$ cat config.mk
export PLATFORM = sky130hd
export DESIGN_NAME = nvs_dist
export DESIGN_NICKNAME = d
export VERILOG_FILES = /design/src/hdl/nvs_pkg.sv /design/src/hdl/nvs_dist.sv
export SDC_FILE = /design/constraint.sdc
export NUM_CORES = 1
export LEC_CHECK = 0
export ABC_CLOCK_PERIOD_IN_PS = 6210
export BUFFER_PORTS_ARGS = -buffer_cell sky130_fd_sc_hd__clkbuf_2
export CAP_MARGIN = 30
export CORE_MARGIN = 1.5
export CORE_UTILIZATION = 35
export DETAILED_ROUTE_END_ITERATION = 8
export SYNTH_ARGS = -nofsm -noshare
export SYNTH_HDL_FRONTEND = slang
export SYNTH_SLANG_ARGS = --single-unit
$ cat constraint.sdc
create_clock -name clk -period 6.21 [get_ports clk]
set_input_delay 1.863 -clock clk [delete_from_list [all_inputs] [get_ports clk]]
set_output_delay 1.863 -clock clk [all_outputs]
set_load 0.005 [all_outputs]
$ cat src/hdl/nvs_pkg.sv
// ------------------------------------------------------------------------
// nvs_pkg
// shared types, codes and default sizes of the nearest vector store
// ------------------------------------------------------------------------
package nvs_pkg;

    // default sizes
    localparam int MAX_VECTORS_DEF  = 1024;
    localparam int DIM_MAX_DEF      = 64;
    localparam int ELEMENT_BITS_DEF = 16;

    // dimension register
    localparam int         DIM_W     = 7;
    localparam logic [6:0] DIM_RESET = 7'd64;

    // result word layout
    localparam int STATUS_W   = 2;
    localparam int OUT_ID_W   = 10;
    localparam int OUT_DATA_W = 16;
    localparam int OUT_PAD_W  = OUT_DATA_W - STATUS_W - OUT_ID_W;

    // result status codes
    typedef enum logic [1:0] {
        ST_OK       = 2'd0,
        ST_MISMATCH = 2'd1,
        ST_EMPTY    = 2'd2,
        ST_FULL     = 2'd3
    } status_t;

    // command carried on the last element
    typedef enum logic {
        CMD_INSERT = 1'b0,
        CMD_SEARCH = 1'b1
    } command_t;

    // tag that travels with each memory read of a scan
    typedef struct packed {
        logic valid;
        logic row_zero;
        logic row_first;
        logic row_last;
        logic scan_last;
    } nvs_tap_t;

endpackage

$ cat src/hdl/nvs_dist.sv
// ------------------------------------------------------------------------
// nvs_dist
// squared distance pipeline: difference, square, accumulate, best row
// ------------------------------------------------------------------------
module nvs_dist
    import nvs_pkg::*;
#(
    parameter int ELEM_W = ELEMENT_BITS_DEF,
    parameter int ID_W   = 10,
    parameter int ACC_W  = 40
) (
    input  logic              clk,
    input  logic              rst_n,
    input  nvs_tap_t          tap,
    input  logic [ELEM_W-1:0] query_elem,
    input  logic [ELEM_W-1:0] row_elem,
    output logic              done,
    output logic [ID_W-1:0]   best_id
);

    logic signed [ELEM_W:0] diff;
    logic signed [ELEM_W:0] diff_abs;
    logic [ELEM_W-1:0]      mag_reg;
    logic [2*ELEM_W-1:0]    sq;
    logic [2*ELEM_W-1:0]    sq_reg;
    logic [ACC_W:0]         acc_sum;
    logic [ACC_W-1:0]       acc_next;
    logic [ACC_W-1:0]       acc_reg;
    logic [ACC_W-1:0]       best_dist_reg;
    logic [ID_W-1:0]        best_id_reg;
    logic [ID_W-1:0]        row_cnt_reg;
    logic [ID_W-1:0]        cur_id;
    logic                   done_reg;
    nvs_tap_t               tap_a_reg;
    nvs_tap_t               tap_b_reg;
    nvs_tap_t               tap_c_reg;

    // element difference and magnitude
    assign diff     = $signed({query_elem[ELEM_W-1], query_elem})
                    - $signed({row_elem[ELEM_W-1], row_elem});
    assign diff_abs = diff[ELEM_W] ? -diff : diff;

    // square of the magnitude
    assign sq = (2*ELEM_W)'(mag_reg) * (2*ELEM_W)'(mag_reg);

    // saturating accumulate, restarted at the first element of a row
    assign acc_sum = {1'b0, acc_reg} + (ACC_W+1)'(sq_reg);
    always_comb
    begin
        if (tap_b_reg.row_first)
        begin
            acc_next = ACC_W'(sq_reg);
        end
        else if (acc_sum[ACC_W])
        begin
            acc_next = '1;
        end
        else
        begin
            acc_next = acc_sum[ACC_W-1:0];
        end
    end

    // id of the row that ends at the compare stage
    assign cur_id = tap_c_reg.row_zero ? '0 : row_cnt_reg;

    // tag pipeline and result control
    always_ff @(posedge clk or negedge rst_n)
    begin
        if (!rst_n)
        begin
            tap_a_reg   <= '0;
            tap_b_reg   <= '0;
            tap_c_reg   <= '0;
            done_reg    <= 1'b0;
            row_cnt_reg <= '0;
        end
        else
        begin
            tap_a_reg <= tap;
            tap_b_reg <= tap_a_reg;
            tap_c_reg <= tap_b_reg;
            done_reg  <= tap_c_reg.valid & tap_c_reg.scan_last;
            if (tap_c_reg.valid && tap_c_reg.row_last)
            begin
                row_cnt_reg <= cur_id + ID_W'(1);
            end
        end
    end

    // datapath registers
    always_ff @(posedge clk)
    begin
        mag_reg <= diff_abs[ELEM_W-1:0];
        sq_reg  <= sq;
        if (tap_b_reg.valid)
        begin
            acc_reg <= acc_next;
        end
        // strict less keeps the lowest id among equal distances
        if (tap_c_reg.valid && tap_c_reg.row_last
            && (tap_c_reg.row_zero || (acc_reg < best_dist_reg)))
        begin
            best_dist_reg <= acc_reg;
            best_id_reg   <= cur_id;
        end
    end

    assign done    = done_reg;
    assign best_id = best_id_reg;

endmodule

[Word level (Yosys, flattened, before mapping)]
Cells that the tools add are included.
Word-level totals
  input port bits: 39
  output and inout bits: 11
  bits in registers: 163
  logic and storage cells: 36
Operators by class
  reductions and logical operators: 3
  add/sub/neg operators: 4
  $mul: 1
  bitwise gates (word level): 1
  multiplexer cells: 4
  $lt $le $gt $ge: 1
Operator list (number)
  $add 40x32->41: 1
  $lt 40x40->1: 1
  $mux 40: 1
  $mul 16x16->32: 1
  $mux 32: 1
  $sub 16x16->17: 1
  $mux 16: 1
  $neg 16->16: 1
  $add 10x1->10 const B: 1
  $mux 10: 1
  $logic_and 1x1->1: 2
  $and 1x1->1: 1
  $logic_or 1x1->1: 1

[Longest topological paths before layout]
  depth after elaboration: 3
  gate-level depth with buffers: 26
  gate-level depth less buffers: 25

[Worst setup path before layout]
OpenSTA, ideal clock, no wires.
  path type: reg-to-reg
  start: register mag_reg[1]
  end: register sq_reg[31]
  data required time: 6.138 ns
  library setup time: 0.072 ns
  stages on the path, launching flop included: 24
  buffers on the path: 2
  arrival: 6.421 ns
  slack: -0.283 ns
  period minus slack after synthesis: 6.493 ns
  cells stage by stage: dfxtp_1 > clkbuf_1 > clkbuf_1 > nand2_1 > fa_1 > inv_1 > fa_1 > fa_1 > fa_1 > fa_1 > inv_1 > fa_1 > inv_1 > ha_1 > a21o_1 > a221oi_1 > o211ai_1 > o21bai_1 > a311oi_1 > a21o_1 > o211a_1 > o21bai_1 > a21oi_1 > xnor2_1
On the way
  longest elaborated chain between the ends: 1
Ends and longest elaborated chain
  start: declaration: RTL line nvs_dist.sv:23  | logic [ELEM_W-1:0] mag_reg;
  start signal: assignment: RTL line nvs_dist.sv:94  | mag_reg <= diff_abs[ELEM_W-1:0];
  $mul 16x16->32: RTL line nvs_dist.sv:44  | assign sq = (2*ELEM_W)'(mag_reg) * (2*ELEM_W)'(mag_reg);
  via sq[31]: RTL line nvs_dist.sv:24  | logic [2*ELEM_W-1:0] sq;
  end signal: assignment: RTL line nvs_dist.sv:95  | sq_reg <= sq;
  end: declaration: RTL line nvs_dist.sv:25  | logic [2*ELEM_W-1:0] sq_reg;
The timed path passes the listed nets, and every way through them passes these cells.
A chain may end at the register's enable or synchronous reset.

[Worst setup path after layout]
  start: register mag_reg[4]
  end: register sq_reg[30]
The elaborated chain is that of the path after synthesis.

==> results.sh <==
export IMPL_io_buffers=49
export IMPL_synth_common_cells="inv_1, ha_1, fa_1, nand2_1, a21oi_1"
export IMPL_n_fill_cell=4389
export IMPL_setup_viol=0
export IMPL_drt_wl_total_mm=31.8
export IMPL_synth_edf_count=90
export IMPL_overflow=0
export IMPL_ctsHoldBuffers=0
export IMPL_ant_nets=0
export IMPL_multi_input_area_um2=10600
export IMPL_worstRegToRegCells=23
export IMPL_min_to="tap_b_reg[0]"
export IMPL_drc=0
export IMPL_drt_vias_per_instance=4.74
export IMPL_grt_max_degree=65
export IMPL_cp_start_kind="flip-flop"
export IMPL_end_kind="flip-flop"
export IMPL_syn_avg_cell_area_um2=9.73
export IMPL_slew_viol_final=0
export IMPL_area_delta_synth_final_pct=13.7
export IMPL_post_synth_top_count_cell="inv_1"
export IMPL_worst_pin_slew_ns=0.826
export IMPL_slowest_delay_ns=0.57
export IMPL_ys_seq_elements=162
export IMPL_fp_dieArea_um2=47300
export IMPL_cts_tree="yes"
export IMPL_reg2reg_from="mag_reg[4]"
export IMPL_rsz0062_at_grt="true"
export IMPL_seq_area_frac_synth_pct=26.5
export IMPL_critPathMaxFanout=6
export IMPL_gp_congestion=0.863
export IMPL_synth_top_cell_by_area="fa_1"
export IMPL_synth_top_cell_area_share_pct=20.4
export IMPL_ys_warn_count=0
export IMPL_clock_path_buffers=2
export IMPL_status="complete, no violations"
export IMPL_max_freq_mhz=166
export IMPL_nets=2144
export IMPL_cp_num_buf_inv=5
export IMPL_vias=11200
export IMPL_regArea_um2=4310
export IMPL_mappedNetlistArea_um2=16100
export IMPL_start_util_pct=35.5
export IMPL_relSlewSlack_pct=44.7
export IMPL_hold_viol_final=0
export IMPL_whs_path_depth=0
export IMPL_wl_per_cell_um=13.5
export IMPL_grt_pass1_wl_mm=54.5
export IMPL_cp_cell_sequence="and2_4 > fa_1 > inv_1 > fa_1 > inv_1 > fa_1 > fa_2 > fa_1 > inv_1 > fa_1 > inv_1 > ha_4 > a21o_1 > a21o_1 > a21oi_2 > o21ai_1 > a22o_1 > a31oi_2 > a211oi_2 > buf_4 > a21oi_4 > nor4_1 > a311o_1"
export IMPL_htreeDepth=4
export IMPL_crit_type="reg2reg"
export IMPL_die_x_um=218
export IMPL_synth_area_leaders="fa_1, edfxtp_1, ha_1"
export IMPL_grt_pass1_vias=11600
export IMPL_crit_slowest_cell="fa_1"
export IMPL_stdcell_count=2364
export IMPL_first_pass_iters=5
export IMPL_reg2reg_slack_ns=0.18
export IMPL_fin_skew_ns=0.0134
export IMPL_crit_top_cell="fa_1"
export IMPL_cts_sinks=162
export IMPL_n_antenna_cell=0
export IMPL_yosysUniqueCellTypes=75
export IMPL_synth_nets=2049
export IMPL_worstPathRequired_ns=6.54
export IMPL_clkLatencyLatePin_ns=0.44
export IMPL_drt_initial_drc_count=515
export IMPL_worstHoldStart="tap_a_reg[0]"
export IMPL_synth_cells=1656
export IMPL_async_reset_ff_share_pct=15.4
export IMPL_hold_class="reg2reg"
export IMPL_die_y_um=218
export IMPL_dp_hpwl_mm=25.7
export IMPL_synth_top_flop_cell="edfxtp_1"
export IMPL_dpl_cell_count=2322
export IMPL_period_minus_slack_ns=6.03
export IMPL_crit_arrival_ns=6.36
export IMPL_rows=78
export IMPL_cts_buffers_inserted=17
export IMPL_antenna_found_initial=0
export IMPL_period_share_pct=97.1
export IMPL_clk_transition_reported_paths_ns=0.08
export IMPL_coreArea_um2=45400
export IMPL_cap_violations=0
export IMPL_cp_top_family="adder cells"
export IMPL_track_usage_pct=14.1
export IMPL_ioPinCount=50
export IMPL_cts_root_buf="clkbuf_16"
export IMPL_post_route_cells_drive_above_1_share_pct=14.6
export IMPL_r2r_end="sq_reg[30]"
stage by stage:
stage / worst slack [ns] / hold WS, ns / utilization (%) / cell area, µm² / TNS (ns)
after floorplan: 0.0258 / 0.331 / - / 16100 / 0
final: 0.180 / 0.350 / 40.4 / 18300 / 0
after global routing: -0.0514 / 0.356 / 40.4 / 18300 / -0.0897
after CTS: 0.0179 / 0.354 / 39.6 / 18000 / 0
after detailed placement: -0.0743 / 0.336 / 38.3 / 17400 / -0.256
after global placement: 0.0635 / 0.331 / 38.3 / 17400 / 0
per-layer routing:
layer,wire (µm),share of wire (%),global-route usage (%),up-vias
li1,-,-,-,5616
met1,14900,47,17.8,5403
met2,15400,48,24.6,155
met3,802,2.5,2.27,43
met4,682,2.1,4.14,0
met5,0,0,0,-
cells in the final DEF (no fill, tap or decap), types with 6 or more instances in the layout:
master / netlist / routed
xor2_1: 25 / 25
buf_6: 3 / 6
o21bai_1: 9 / 8
a31oi_1: 11 / 10
inv_2: 1 / 6
a21o_1: 44 / 44
a21oi_1: 96 / 90
and2_1: 55 / 50
fa_2: 0 / 6
nand2_1: 120 / 114
o21ai_0: 43 / 39
nor2b_1: 36 / 36
ha_1: 190 / 184
nand2b_1: 14 / 14
inv_6: 0 / 7
a211oi_2: 2 / 6
o21a_1: 10 / 10
a211oi_1: 10 / 6
xnor2_1: 60 / 60
dfxtp_2: 0 / 6
dfrtp_1: 25 / 24
buf_4: 0 / 55
edfxtp_1: 90 / 90
clkbuf_16: 0 / 17
nor3_1: 17 / 17
o21ai_1: 16 / 18
clkbuf_2: 0 / 49
nor3_2: 18 / 18
nor2_1: 61 / 60
dfxtp_4: 0 / 9
fa_1: 164 / 158
and3_1: 15 / 14
dfxtp_1: 47 / 32
nand4_1: 12 / 12
inv_1: 335 / 330
nand3_1: 20 / 20
kinds of logic after synthesis:
family          Yosys count  share of synthesized area (%)
simple gates            387                           12.6
compound gates          290                           11.9
fa+ha+maj               354                           35.1
buf+inv                 372                           8.81
xor+xnor                 85                           4.62
mux                       6                          0.388
flops                   162                           26.5
cell type report:
| cell class | count | share of cell area (%) |
|---|---|---|
| Clock inverter | 14 | 0.820 |
| Timing Repair Buffer | 112 | 4.15 |
| Inverter | 336 | 6.88 |
| Tap cell | 600 | 4.10 |
| Multi-Input combinational cell | 1122 | 58.1 |
| Clock buffer | 18 | 2.40 |
| Sequential cell | 162 | 23.5 |
worst max path at each step:
stage	from	endpoint	slack, ns	depth (start not counted)
finish	mag_reg[4]	sq_reg[30]	0.18	23
CTS	mag_reg[12]	sq_reg[30]	0.02	23
global placement	mag_reg[12]	sq_reg[31]	0.06	21
floorplan	mag_reg[1]	sq_reg[31]	0.03	23
global route	mag_reg[4]	sq_reg[31]	-0.05	22
detailed placement	mag_reg[3]	sq_reg[30]	-0.07	23
repair_timing:
action | 4_1_cts | 5_1_grt
buffers inserted | 0 | 10
endpoints found under the setup margin | 4 | 8
gates resized for setup | 15 | 71
pin swaps | 3 | 35
Power is left out: the tool's default activity adds up to more than one toggle a clock period on the data nets, which glitch-free logic cannot reach.
